--- src/rtl/core/nnta_pkg.sv ---
// shared types and constants of the nearest-neighbour track id assigner
`timescale 1ns / 1ps

package nnta_pkg;

   // fixed field widths
   localparam int COORD_W         = 16;
   localparam int TRACK_ID_W      = 4;
   localparam int CSR_W           = 5;
   localparam int MAX_TRACKED_DEF = 16;

   // one detection item
   typedef struct packed {
      logic signed [COORD_W-1:0] pos_x;
      logic signed [COORD_W-1:0] pos_y;
      logic                      frame_end;
   } req_type;

   // one result item
   typedef struct packed {
      logic [TRACK_ID_W-1:0] track_id;
      logic [1:0]            status;
      logic                  run_end;
   } rsp_type;

   // result status codes
   typedef enum logic [1:0] {
      STAT_MATCHED  = 2'd0,
      STAT_INITIAL  = 2'd1,
      STAT_IGNORED  = 2'd2,
      STAT_NO_ENTRY = 2'd3
   } status_type;

   // sequencer states
   typedef enum logic [3:0] {
      ST_IDLE,
      ST_DECODE,
      ST_INIT_RD,
      ST_INIT_WR,
      ST_SCAN_RD,
      ST_SCAN_DIFF,
      ST_SCAN_SQX,
      ST_SCAN_SQY,
      ST_SCAN_CMP,
      ST_ASSIGN,
      ST_MERGE_OLD_RD,
      ST_MERGE_OLD_WR,
      ST_MERGE_NEW_RD,
      ST_MERGE_NEW_WR
   } state_type;

endpackage

--- src/rtl/core/nnta_ram.sv ---
// generic simple dual-port ram with registered read
`timescale 1ns / 1ps

module nnta_ram #(
   parameter int WIDTH = 8,
   parameter int DEPTH = 16
) (
   input  logic                     clock,
   input  logic                     wr_en,
   input  logic [$clog2(DEPTH)-1:0] wr_addr,
   input  logic [WIDTH-1:0]         wr_data,
   input  logic [$clog2(DEPTH)-1:0] rd_addr,
   output logic [WIDTH-1:0]         rd_data
);

   logic [WIDTH-1:0] mem [DEPTH];

   // write port
   always_ff @(posedge clock) begin
      if (wr_en) begin
         mem[wr_addr] <= wr_data;
      end
   end

   // registered read port
   always_ff @(posedge clock) begin
      rd_data <= mem[rd_addr];
   end

endmodule

--- src/rtl/core/nearest_neighbour_track_id_assigner_unit.sv ---
// top level of the greedy nearest-neighbour track id assigner
`timescale 1ns / 1ps

// Detections arrive one item at a time (start while busy is low) and each
// item is worked on alone; busy stays high until its results are formed.
// Results leave in the cycle after they are formed, one per cycle at most,
// and cannot be stalled. Before tracking, a detection is buffered; the
// frame end that starts tracking copies each buffered detection into the
// table with a read and a write step per assigned id. While tracking, one
// shared multiplier squares dx and dy of each unused entry in turn, read
// through a registered table ram; used entries are skipped. A frame end
// while tracking adds the table merge: kept old entries are compacted to
// the front, then this frame's matched detections are appended.
// The tracked count may be written whenever the block is idle.
module nearest_neighbour_track_id_assigner_unit #(
   parameter int MAX_TRACKED = nnta_pkg::MAX_TRACKED_DEF
) (
   input  logic                       clock,
   input  logic                       reset,
   input  logic                       start,
   input  nnta_pkg::req_type          req_data,
   output logic                       busy,
   output logic                       rsp_valid,
   output nnta_pkg::rsp_type          rsp_data,
   input  logic                       csr_valid,
   output logic                       csr_ready,
   input  logic [nnta_pkg::CSR_W-1:0] csr_data
);

   import nnta_pkg::*;

   localparam int IDX_W  = $clog2(MAX_TRACKED);
   localparam int CNT_W  = $clog2(MAX_TRACKED + 1);
   localparam int ENT_W  = 2 * COORD_W + IDX_W;
   localparam int DIFF_W = COORD_W + 1;
   localparam int SQ_W   = 2 * DIFF_W;
   localparam int DIST_W = SQ_W + 1;
   localparam int TC_W   = (CNT_W > CSR_W) ? CNT_W : CSR_W;
   localparam logic [CNT_W-1:0] MAX_CNT = CNT_W'(MAX_TRACKED);

   // registers
   state_type                state_ff, state_in;
   req_type                  item_ff, item_in;
   logic                     tracking_ff, tracking_in;
   logic                     ovf_ff, ovf_in;
   logic [CNT_W-1:0]         old_count_ff, old_count_in;
   logic [CNT_W-1:0]         new_count_ff, new_count_in;
   logic [MAX_TRACKED-1:0]   used_ff, used_in;
   logic [CNT_W-1:0]         idx_ff, idx_in;
   logic [CNT_W-1:0]         wr_ff, wr_in;
   logic signed [DIFF_W-1:0] dx_ff, dx_in;
   logic signed [DIFF_W-1:0] dy_ff, dy_in;
   logic [SQ_W-1:0]          sqx_ff, sqx_in;
   logic [SQ_W-1:0]          sqy_ff, sqy_in;
   logic [IDX_W-1:0]         cand_id_ff, cand_id_in;
   logic                     found_ff, found_in;
   logic [DIST_W-1:0]        best_dist_ff, best_dist_in;
   logic [IDX_W-1:0]         best_idx_ff, best_idx_in;
   logic [IDX_W-1:0]         best_id_ff, best_id_in;
   logic [CSR_W-1:0]         tracked_count_ff, tracked_count_in;
   logic                     rsp_valid_ff, rsp_valid_in;
   rsp_type                  rsp_data_ff, rsp_data_in;

   // ram ports
   logic             old_we, new_we;
   logic [IDX_W-1:0] old_waddr, new_waddr;
   logic [ENT_W-1:0] old_wdata, new_wdata;
   logic [ENT_W-1:0] old_rdata, new_rdata;

   // datapath signals
   logic signed [COORD_W-1:0] old_x, old_y, new_x, new_y;
   logic [IDX_W-1:0]          old_id;
   logic signed [DIFF_W-1:0]  mul_a;
   logic signed [SQ_W-1:0]    mul_p;
   logic [DIST_W-1:0]         sum_sq;
   logic [CNT_W-1:0]          idx_nx, new_count_nx;
   logic [CNT_W-1:0]          cnt_after;
   logic                      ovf_after, buf_room, count_match;

   // emitted result fields
   logic [IDX_W-1:0]            emit_id;
   logic [IDX_W+TRACK_ID_W-1:0] emit_ext;
   status_type                  emit_status;
   logic                        emit_last;

   // table and frame buffer
   nnta_ram #(
      .WIDTH (ENT_W),
      .DEPTH (MAX_TRACKED)
   ) u_old_ram (
      .clock   (clock),
      .wr_en   (old_we),
      .wr_addr (old_waddr),
      .wr_data (old_wdata),
      .rd_addr (idx_ff[IDX_W-1:0]),
      .rd_data (old_rdata)
   );

   nnta_ram #(
      .WIDTH (ENT_W),
      .DEPTH (MAX_TRACKED)
   ) u_new_ram (
      .clock   (clock),
      .wr_en   (new_we),
      .wr_addr (new_waddr),
      .wr_data (new_wdata),
      .rd_addr (idx_ff[IDX_W-1:0]),
      .rd_data (new_rdata)
   );

   // entry fields: x, y, id
   assign old_x  = old_rdata[ENT_W-1 -: COORD_W];
   assign old_y  = old_rdata[IDX_W+COORD_W-1 -: COORD_W];
   assign old_id = old_rdata[IDX_W-1:0];
   assign new_x  = new_rdata[ENT_W-1 -: COORD_W];
   assign new_y  = new_rdata[IDX_W+COORD_W-1 -: COORD_W];

   // shared squaring unit
   assign mul_a  = (state_ff == ST_SCAN_SQX) ? dx_ff : dy_ff;
   assign mul_p  = SQ_W'(mul_a) * SQ_W'(mul_a);
   assign sum_sq = DIST_W'(sqx_ff) + DIST_W'(sqy_ff);

   // counters and frame bookkeeping
   assign idx_nx       = idx_ff + 1'b1;
   assign new_count_nx = new_count_ff + 1'b1;
   assign buf_room     = new_count_ff < MAX_CNT;
   assign cnt_after    = buf_room ? new_count_nx : new_count_ff;
   assign ovf_after    = ovf_ff | ~buf_room;
   assign count_match  = TC_W'(cnt_after) == TC_W'(tracked_count_ff);

   // sequencer: next state and datapath control
   always_comb begin
      state_in         = state_ff;
      item_in          = item_ff;
      tracking_in      = tracking_ff;
      ovf_in           = ovf_ff;
      old_count_in     = old_count_ff;
      new_count_in     = new_count_ff;
      used_in          = used_ff;
      idx_in           = idx_ff;
      wr_in            = wr_ff;
      dx_in            = dx_ff;
      dy_in            = dy_ff;
      sqx_in           = sqx_ff;
      sqy_in           = sqy_ff;
      cand_id_in       = cand_id_ff;
      found_in         = found_ff;
      best_dist_in     = best_dist_ff;
      best_idx_in      = best_idx_ff;
      best_id_in       = best_id_ff;
      tracked_count_in = csr_valid ? csr_data : tracked_count_ff;
      rsp_valid_in     = 1'b0;
      emit_id          = '0;
      emit_status      = STAT_MATCHED;
      emit_last        = 1'b1;
      old_we           = 1'b0;
      old_waddr        = wr_ff[IDX_W-1:0];
      old_wdata        = old_rdata;
      new_we           = 1'b0;
      new_waddr        = new_count_ff[IDX_W-1:0];
      new_wdata        = {item_ff.pos_x, item_ff.pos_y, {IDX_W{1'b0}}};

      unique case (state_ff)
         ST_IDLE: begin
            if (start) begin
               item_in  = req_data;
               state_in = ST_DECODE;
            end
         end

         ST_DECODE: begin
            if (!tracking_ff) begin
               // buffer the detection until the frame is complete
               new_we       = buf_room;
               new_count_in = cnt_after;
               ovf_in       = ovf_after;
               if (!item_ff.frame_end) begin
                  state_in = ST_IDLE;
               end else if (!ovf_after && count_match) begin
                  idx_in   = '0;
                  state_in = ST_INIT_RD;
               end else begin
                  rsp_valid_in = 1'b1;
                  emit_status  = STAT_IGNORED;
                  new_count_in = '0;
                  ovf_in       = 1'b0;
                  state_in     = ST_IDLE;
               end
            end else begin
               idx_in   = '0;
               found_in = 1'b0;
               state_in = ST_SCAN_RD;
            end
         end

         ST_INIT_RD: begin
            state_in = ST_INIT_WR;
         end

         ST_INIT_WR: begin
            // copy buffered detection into the table with id = arrival order
            old_we       = 1'b1;
            old_waddr    = idx_ff[IDX_W-1:0];
            old_wdata    = {new_x, new_y, idx_ff[IDX_W-1:0]};
            rsp_valid_in = 1'b1;
            emit_id      = idx_ff[IDX_W-1:0];
            emit_status  = STAT_INITIAL;
            emit_last    = (idx_nx == new_count_ff);
            idx_in       = idx_nx;
            if (idx_nx == new_count_ff) begin
               old_count_in = new_count_ff;
               tracking_in  = 1'b1;
               new_count_in = '0;
               ovf_in       = 1'b0;
               used_in      = '0;
               state_in     = ST_IDLE;
            end else begin
               state_in = ST_INIT_RD;
            end
         end

         ST_SCAN_RD: begin
            // skip used entries without a ram read
            if (idx_ff >= old_count_ff) begin
               state_in = ST_ASSIGN;
            end else if (used_ff[idx_ff[IDX_W-1:0]]) begin
               idx_in = idx_nx;
            end else begin
               state_in = ST_SCAN_DIFF;
            end
         end

         ST_SCAN_DIFF: begin
            dx_in      = DIFF_W'(item_ff.pos_x) - DIFF_W'(old_x);
            dy_in      = DIFF_W'(item_ff.pos_y) - DIFF_W'(old_y);
            cand_id_in = old_id;
            state_in   = ST_SCAN_SQX;
         end

         ST_SCAN_SQX: begin
            sqx_in   = mul_p;
            state_in = ST_SCAN_SQY;
         end

         ST_SCAN_SQY: begin
            sqy_in   = mul_p;
            state_in = ST_SCAN_CMP;
         end

         ST_SCAN_CMP: begin
            // strict compare keeps the lowest index on ties
            if (!found_ff || (sum_sq < best_dist_ff)) begin
               found_in     = 1'b1;
               best_dist_in = sum_sq;
               best_idx_in  = idx_ff[IDX_W-1:0];
               best_id_in   = cand_id_ff;
            end
            idx_in   = idx_nx;
            state_in = ST_SCAN_RD;
         end

         ST_ASSIGN: begin
            rsp_valid_in = 1'b1;
            if (found_ff) begin
               used_in[best_idx_ff] = 1'b1;
               new_we               = buf_room;
               new_wdata            = {item_ff.pos_x, item_ff.pos_y, best_id_ff};
               new_count_in         = cnt_after;
               emit_id              = best_id_ff;
               emit_status          = STAT_MATCHED;
            end else begin
               emit_status = STAT_NO_ENTRY;
            end
            if (item_ff.frame_end) begin
               idx_in   = '0;
               wr_in    = '0;
               state_in = ST_MERGE_OLD_RD;
            end else begin
               state_in = ST_IDLE;
            end
         end

         ST_MERGE_OLD_RD: begin
            // compact unused old entries to the front
            if (idx_ff >= old_count_ff) begin
               idx_in   = '0;
               state_in = ST_MERGE_NEW_RD;
            end else if (used_ff[idx_ff[IDX_W-1:0]]) begin
               idx_in = idx_nx;
            end else begin
               idx_in   = idx_nx;
               state_in = ST_MERGE_OLD_WR;
            end
         end

         ST_MERGE_OLD_WR: begin
            old_we    = 1'b1;
            old_wdata = old_rdata;
            wr_in     = wr_ff + 1'b1;
            state_in  = ST_MERGE_OLD_RD;
         end

         ST_MERGE_NEW_RD: begin
            // append this frame's matched detections
            if ((idx_ff >= new_count_ff) || (wr_ff >= MAX_CNT)) begin
               old_count_in = wr_ff;
               used_in      = '0;
               new_count_in = '0;
               ovf_in       = 1'b0;
               state_in     = ST_IDLE;
            end else begin
               idx_in   = idx_nx;
               state_in = ST_MERGE_NEW_WR;
            end
         end

         ST_MERGE_NEW_WR: begin
            old_we    = 1'b1;
            old_wdata = new_rdata;
            wr_in     = wr_ff + 1'b1;
            state_in  = ST_MERGE_NEW_RD;
         end

         default: begin
            state_in = ST_IDLE;
         end
      endcase

      // result payload, id masked to the port width
      emit_ext             = {{TRACK_ID_W{1'b0}}, emit_id};
      rsp_data_in          = rsp_data_ff;
      if (rsp_valid_in) begin
         rsp_data_in.track_id = emit_ext[TRACK_ID_W-1:0];
         rsp_data_in.status   = emit_status;
         rsp_data_in.run_end  = emit_last;
      end
   end

   // control registers
   always_ff @(posedge clock) begin
      if (reset) begin
         state_ff         <= ST_IDLE;
         tracking_ff      <= 1'b0;
         ovf_ff           <= 1'b0;
         old_count_ff     <= '0;
         new_count_ff     <= '0;
         used_ff          <= '0;
         found_ff         <= 1'b0;
         tracked_count_ff <= CSR_W'(1);
         rsp_valid_ff     <= 1'b0;
      end else begin
         state_ff         <= state_in;
         tracking_ff      <= tracking_in;
         ovf_ff           <= ovf_in;
         old_count_ff     <= old_count_in;
         new_count_ff     <= new_count_in;
         used_ff          <= used_in;
         found_ff         <= found_in;
         tracked_count_ff <= tracked_count_in;
         rsp_valid_ff     <= rsp_valid_in;
      end
   end

   // payload registers
   always_ff @(posedge clock) begin
      item_ff      <= item_in;
      idx_ff       <= idx_in;
      wr_ff        <= wr_in;
      dx_ff        <= dx_in;
      dy_ff        <= dy_in;
      sqx_ff       <= sqx_in;
      sqy_ff       <= sqy_in;
      cand_id_ff   <= cand_id_in;
      best_dist_ff <= best_dist_in;
      best_idx_ff  <= best_idx_in;
      best_id_ff   <= best_id_in;
      rsp_data_ff  <= rsp_data_in;
   end

   // ports
   assign busy      = (state_ff != ST_IDLE);
   assign rsp_valid = rsp_valid_ff;
   assign rsp_data  = rsp_data_ff;
   assign csr_ready = 1'b1;

endmodule

--- config.mk ---
export PLATFORM = sky130hd
export DESIGN_NAME = nearest_neighbour_track_id_assigner_unit
export DESIGN_NICKNAME = d
export VERILOG_FILES = /design/src/rtl/core/nnta_pkg.sv /design/src/rtl/core/nnta_ram.sv /design/src/rtl/core/nearest_neighbour_track_id_assigner_unit.sv
export SDC_FILE = /design/constraint.sdc
export NUM_CORES = 2
export LEC_CHECK = 0
export BUFFER_PORTS_ARGS = -buffer_cell sky130_fd_sc_hd__clkbuf_2
export CAP_MARGIN = 20
export CORE_MARGIN = 5
export CORE_UTILIZATION = 59
export CTS_BUF_LIST = sky130_fd_sc_hd__clkbuf_4 sky130_fd_sc_hd__clkbuf_8
export CTS_CLUSTER_SIZE = 20
export DETAILED_ROUTE_END_ITERATION = 6
export GPL_ROUTABILITY_DRIVEN = 1
export PLACE_DENSITY_LB_ADDON = 0.15
export SLEW_MARGIN = 20
export SYNTH_ARGS = -nofsm -noshare
export SYNTH_HDL_FRONTEND = slang
export SYNTH_HIERARCHICAL = 1
export SYNTH_SLANG_ARGS = --single-unit
--- constraint.sdc ---
create_clock -name clock -period 7.5 [get_ports clock]
set_input_delay 1.5 -clock clock [delete_from_list [all_inputs] [get_ports clock]]
set_output_delay 1.5 -clock clock [all_outputs]
set_load 0.005 [all_outputs]
* Word level (Yosys, flattened, before mapping)
Memories as Yosys holds them, arrays and structs flattened. A register that Yosys moved wholly into a read port is not among the register bits.
Index checks and enable logic that the tools add are counted.
** Word-level totals
- Register bits :: 238
- Memory bits (writable) :: 1152
- Output and inout bits :: 10
- Logic and storage cells :: 179
- Memories :: 2
** Memory list
- u_new_ram.mem :: words 16, width 36, read ports 1, clocked after Yosys merged registers in 1, wr ports 1, line nnta_ram.sv:16 : logic [WIDTH-1:0] mem [DEPTH];
- u_old_ram.mem :: words 16, width 36, read ports 1, clocked after Yosys merged registers in 1, wr ports 1, line nnta_ram.sv:16
** Cells by class
- Add/subtract/negate cells :: 6
- Multiply operators :: 1
- $lt $le $gt $ge :: 8
- Equality and inequality tests :: 30
- Muxes and demuxes :: 74
- Bitwise logic cells :: 3
- Reductions and logical operators :: 30
** Operators with widths (count)
- two-way mux 5 bit :: 17
- case mux 36 bit (2 select lines) :: 1
- case mux 4 bit (14 select lines) :: 1
- two-way mux 16 bit :: 3
- two-way mux 4 bit :: 12
- case mux 16 bit (3 select lines) :: 1
- adder 34 x 34 -> 35 bit :: 1
- less-than comparator 35 bit :: 1
- multiplier 17 x 17 -> 34 bit :: 1
- subtractor 16 x 16 -> 17 bit :: 2
- case mux 5 bit (6 select lines) :: 1
- == test 4 bit, second input constant :: 6
- inequality test 2 bit, second input constant :: 11
- case mux 5 bit (2 select lines) :: 2
- case mux 5 bit (4 select lines) :: 1
- two-way mux 1 bit :: 19
- two-way mux 17 bit :: 1
- == test 4 x 3 -> 1 bit, second input constant :: 4
- bitwise OR 16 bit :: 1
- adder 5 x 1 -> 5 bit, second input constant :: 3
- two-way mux 2 bit :: 7
- inequality test 3 bit, second input constant :: 4
- == test 5 bit :: 2
- >= comparator 5 bit :: 2
- 29 further kinds :: 48

* Logic depth before layout (Yosys ltp)
- Depth in word-level cells :: 9
- Gate-level depth with buffers :: 32

* Cells and area by module
The synthesis kept the hierarchy.
** By module, submodules not included
- nnta_ram :: instances 2, cells each 938, area each 22318.9 um^2, sequential area each 18017.3 um^2
- nearest_neighbour_track_id_assigner_unit :: instances 1, cells each 2238, area each 22366.5 um^2, sequential area each 6696.4 um^2

* Worst setup path before layout
Ideal clock, no wire load.
- Path type :: register to register
- Start point :: register state_ff[1]
- End point :: register sqx_ff[32] (data pin)
- Setup time :: 267 ps
- Data arrival time :: 7599 ps
- Required time :: 7233 ps
- Setup slack :: -366 ps
- Stages on the path, launching flop included :: 31
- Clock period less this slack :: 7866 ps
- Path through :: dfxtp_1 buf_2 nand2_1 nor3_1 buf_2 buf_2 mux2i_1 clkbuf_1 clkinv_1 nand2_1 inv_1 fa_1 inv_1 fa_1 fa_1 inv_1 fa_1 fa_1 inv_1 fa_1 inv_1 ha_1 a21oi_1 and4b_1 a21oi_1 a21oi_1 o221a_2 nor2b_1 o311ai_1 o31ai_1 xnor2_1
** Between the ends
- Word-level cells in the longest chain between the ends :: 3
** RTL lines
- start, declared :: line nearest_neighbour_track_id_assigner_unit.sv:42 : state_type state_ff, state_in;
- start signal, assigned :: line nearest_neighbour_track_id_assigner_unit.sv:352 : state_ff <= state_in;
- == test 4 x 3 -> 1 bit :: line nearest_neighbour_track_id_assigner_unit.sv:119 : assign mul_a = (state_ff == ST_SCAN_SQX) ? dx_ff : dy_ff;
- two-way mux 17 bit :: line nearest_neighbour_track_id_assigner_unit.sv:119
- multiplier 17 x 17 -> 34 bit :: line nearest_neighbour_track_id_assigner_unit.sv:120 : assign mul_p = SQ_W'(mul_a) * SQ_W'(mul_a);
- via mul_p[32] :: line nearest_neighbour_track_id_assigner_unit.sv:74 : logic signed [SQ_W-1:0] mul_p;
- end signal, assigned :: line nearest_neighbour_track_id_assigner_unit.sv:371 : sqx_ff <= sqx_in;
- end, declared :: line nearest_neighbour_track_id_assigner_unit.sv:53 : logic [SQ_W-1:0] sqx_ff, sqx_in;
The timed path passes the listed nets, and every way through them passes these cells.
A chain may end at the register's enable or synchronous reset.

* Worst setup path in the final report
- Start point :: register state_ff[2]
- End point :: register sqy_ff[33] (data pin)
** Between the ends
- Word-level cells in the longest chain between the ends :: 3
** RTL lines
- == test 4 x 3 -> 1 bit :: line nearest_neighbour_track_id_assigner_unit.sv:119
- two-way mux 17 bit :: line nearest_neighbour_track_id_assigner_unit.sv:119
- multiplier 17 x 17 -> 34 bit :: line nearest_neighbour_track_id_assigner_unit.sv:120
- via mul_p[33] :: line nearest_neighbour_track_id_assigner_unit.sv:74
- end signal, assigned :: line nearest_neighbour_track_id_assigner_unit.sv:372 : sqy_ff <= sqy_in;
- end, declared :: line nearest_neighbour_track_id_assigner_unit.sv:54 : logic [SQ_W-1:0] sqy_ff, sqy_in;
The timed path passes the listed nets, and every way through them passes these cells.

==> qor.tcl <==
set qor(outcome) {completed}
set qor(measured_slew_at_the_worst_slew_check_pin_ps) 1010
set qor(critPathMostFrequentCell) {sky130_fd_sc_hd__fa_1}
set qor(synth_nets) 4626
set qor(cts_tree) {done}
set qor(post-route-period-util_pct) 97.4
set qor(gp_routability_congestion) 0.908
set qor(cp_slowest_stage_delay_ps) 530
set qor(flip_flop_cell_with_the_highest_count_after_synthesis) {sky130_fd_sc_hd__edfxtp_1}
set qor(die_x_um) 347
set qor(area_growth_syn_to_layout_pct) 11.8
set qor(setup_viol) 0
set qor(worst-setup-path-type) {register to register}
set qor(yosys-top-cells-area) {sky130_fd_sc_hd__edfxtp_1, sky130_fd_sc_hd__mux4_2, sky130_fd_sc_hd__fa_1}
set qor(nNetsFinal) 4934
set qor(postSynthRegisterBits) 1460
set qor(leakagePower_nw) 27.7
set qor(grt_first_pass_wirelength_mm) 231
set qor(worst_hold_path_class) {register to register}
set qor(post-place-cells) 5695
set qor(fill_cells) 7769
set qor(floorplan.core_area_sq_um) 113000
set qor(synth.distinct_cells) 82
set qor(dpl.hpwl_mm) 92.4
set qor(fin_worst_skew_ps) 83.1
set qor(crit_path_start_kind) {register}
set qor(numCtsBuffers) 217
set qor(most_frequent_standard_cell_in_the_layout_excluding_fill_and_tap_cells) {sky130_fd_sc_hd__edfxtp_1}
set qor(detail_route.iter0.violations) 3643
set qor(clock_power_share_pct) 38.9
set qor(ys_warn_count) 6
set qor(port_buffers) 50
set qor(synthCells) 4114
set qor(power_per_cell_area_nw_per_um2) 226
set qor(cts.htree.levels) 4
set qor(clock_path_buffers) 3
set qor(routed-via-count) 36400
set qor(clock_edge_transition_at_the_registers_on_the_reported_setup_and_hold_paths_ps) 60
set qor(wl_mm) 154
set qor(max_clock_freq_mhz) 137
set qor(vias_per_cell) 5.94
set qor(finalWorstPathRequiredPeriod_ps) 7310
set qor(worst-endpoint-arrival_ps) 7920
set qor(antenna_left) 0
set qor(vdd.ir_drop.worst_uv) 230
set qor(num_io_pins) 52
set qor(number_of_slew_limit_violations_in_the_final_report) 0
set qor(cts.sinks) 1460
set qor(seq_power_share_pct) 54.5
set qor(synth-edff-count) 1349
set qor(timing.max_cap.violations) 0
set qor(worst_slew_margin_rel_pct) 32.3
set qor(cell_internal_power_dissipation_w) 0.0131
set qor(syn_avg_cell_area_sq_um) 16.3
set qor(synth-seq-area-share_pct) 63.8
set qor(number_of_global_route_vias_before_repair) 37300
set qor(async_reset_ff_share_pct) 0
set qor(largest_area_contributor_in_the_netlist) {sky130_fd_sc_hd__edfxtp_1}
set qor(power.share.combinational_pct) 6.6
set qor(overall_power_of_the_completed_layout_w) 0.0170
set qor(ctsHoldBuffers) 0
set qor(worst_skew_pair.late_latency_ps) 920
set qor(number_of_antenna_violations_at_the_first_check_in_global_routing) 4
set qor(grt_start_max_net_pins) 126
set qor(die_h_um) 347
set qor(power_switching_w) 0.00385
set qor(overflow) 0
set qor(detail_route.wl_per_cell_um) 25.1
set qor(synth.cell_area_sq_um) 67000
set qor(synthDominantCellAreaShare_pct) 60.5
set qor(mostFrequentLayoutCells) {sky130_fd_sc_hd__edfxtp_1, sky130_fd_sc_hd__inv_1, sky130_fd_sc_hd__mux4_2, sky130_fd_sc_hd__nand2_1, sky130_fd_sc_hd__fa_1}
set qor(fraction_of_layout_cells_with_a_size_suffix_above_1_pct) 21.8
set qor(grt_usage_pct) 25.6
set qor(design.die.area_sq_um) 120000
set qor(initial_core_util_pct) 59.5
set qor(placement_rows) 123
set qor(critical_path_required_ps) 8110
set qor(p_sw_share_pct) 22.7
set qor(layoutNonFillerInstCount) 6120
set qor(drc_errors) 0
set qor(postLayoutCoreUtil_pct) 66.5
set qor(worst_setup_path_end_kind) {register}
set qor(hold_vio_cnt_final) 0
set qor(ctsRootBufferMaster) {sky130_fd_sc_hd__clkbuf_8}
set qor(finalHoldWorstSlack_ps) 418
set qor(slowest_stage_cell_crit_path) {sky130_fd_sc_hd__fa_1}
set qor(critical_path_peak_fanout) 11
set qor(first_pass_iters) 5
## power by group through the flow
stage / logic (W) / clock network, W / registers, W
6_report: 0.00112 / 0.00659 / 0.00924
4_1_cts: 0.00112 / 0.00672 / 0.00924
2_1_floorplan: 0.000734 / 0 / 0.00935
3_5_place_dp: 0.00111 / 0 / 0.00941
3_3_place_gp: 0.00109 / 0 / 0.00941
5_1_grt: 0.00121 / 0.00711 / 0.00924
## registers in the layout, indices dropped and copies added (netlist names), 7 cells and up
register,cells
used_ff,16
u_old_ram/mem,576
best_dist_ff,35
dx_ff,17
item_ff,33
u_new_ram/mem,576
rsp_data,7
u_new_ram/rd_data,36
dy_ff,17
sqx_ff,33
sqy_ff,33
u_old_ram/rd_data,36
## routing by layer
metal / vias up / global-route usage (%) / share of wire, % / routed length, um
met5: - / 0 / 0.0085 / 13
met1: 18700 / 35.5 / 40 / 61600
met2: 1459 / 42.8 / 50 / 76800
met3: 253 / 3.99 / 7.1 / 11000
met4: 2 / 7.76 / 2.8 / 4280
li1: 15900 / - / - / -
## stage by stage
step                      setup WS, ps  setup TNS, ps  instance area [sq um]
after floorplan                   72.7              0                  67000
after global placement             316              0                  70100
after detailed placement           258              0                  70100
after CTS                          240              0                  74700
after global routing             -63.2           -355                  74900
final                              195              0                  74900
## critical path: cells and delay by family (launching register included)
family	cells	cell delay, ps
AND/OR/NAND/NOR	4	630
buffers and inverters	8	1000
adder cells (fa/ha/maj)	7	3100
multiplexers	1	370
AO/OA/AOI/OAI	8	1350
XOR/XNOR	1	210
flip-flops	1	350
## synthesized netlist by cell type (all sizes together) (34+ instances only)
| cell | number |
|---|---|
| a22oi | 146 |
| ha | 203 |
| xor2 | 36 |
| clkbuf | 76 |
| nand3 | 34 |
| nand2 | 270 |
| inv | 474 |
| xnor2 | 70 |
| a21oi | 93 |
| edfxtp | 1349 |
| fa | 267 |
| dfxtp | 111 |
| o21ai | 82 |
| nor3 | 37 |
| buf | 66 |
| mux4 | 293 |
| nor2 | 219 |
| a21o | 46 |
## path summary, 6_finish.rpt
check | start | to | slack (ps) | depth (start not counted)
max | state_ff[2] | sqy_ff[33] | 190 | 29
max reg2reg | state_ff[2] | sqy_ff[33] | 190 | 29
min | cand_id_ff[1] | best_id_ff[1] | 420 | 0
min reg2reg | cand_id_ff[1] | best_id_ff[1] | 420 | 0
## cell type report
class                           count  area, sq um  share of cell area [%]
Sequential cell                  1460        42700                    57.0
Multi-Input combinational cell   2033        22200                    29.6
Clock buffer                      331         4010                    5.34
Tap cell                         1500         1880                    2.50
Inverter                          479         1800                    2.40
Timing Repair Buffer              231         1740                    2.32
Clock inverter                     81          566                   0.755
Antenna cell                        5         12.5                  0.0167
## cell families (layout without fill, tap and decap cells)
logic type               after synthesis  in the layout  synth area share (%)
flip-flops                          1460           1460                  63.8
AND/OR/NAND/NOR                      662            662                  4.31
buffers and inverters                621           1122                  3.72
AO/OA/AOI/OAI                        477            477                  4.80
adder cells (fa/ha/maj)              470            470                  11.8
multiplexers                         317            317                  10.2
XOR/XNOR                             106            106                  1.40
other                                  1              6               0.00560
## timing repair
action                                  in CTS  in global routing
resized for setup                            0                 36
endpoints found under the setup margin       0                  8
buffers inserted                             0                  6
Note: power is estimated with default switching activity, not from simulation.
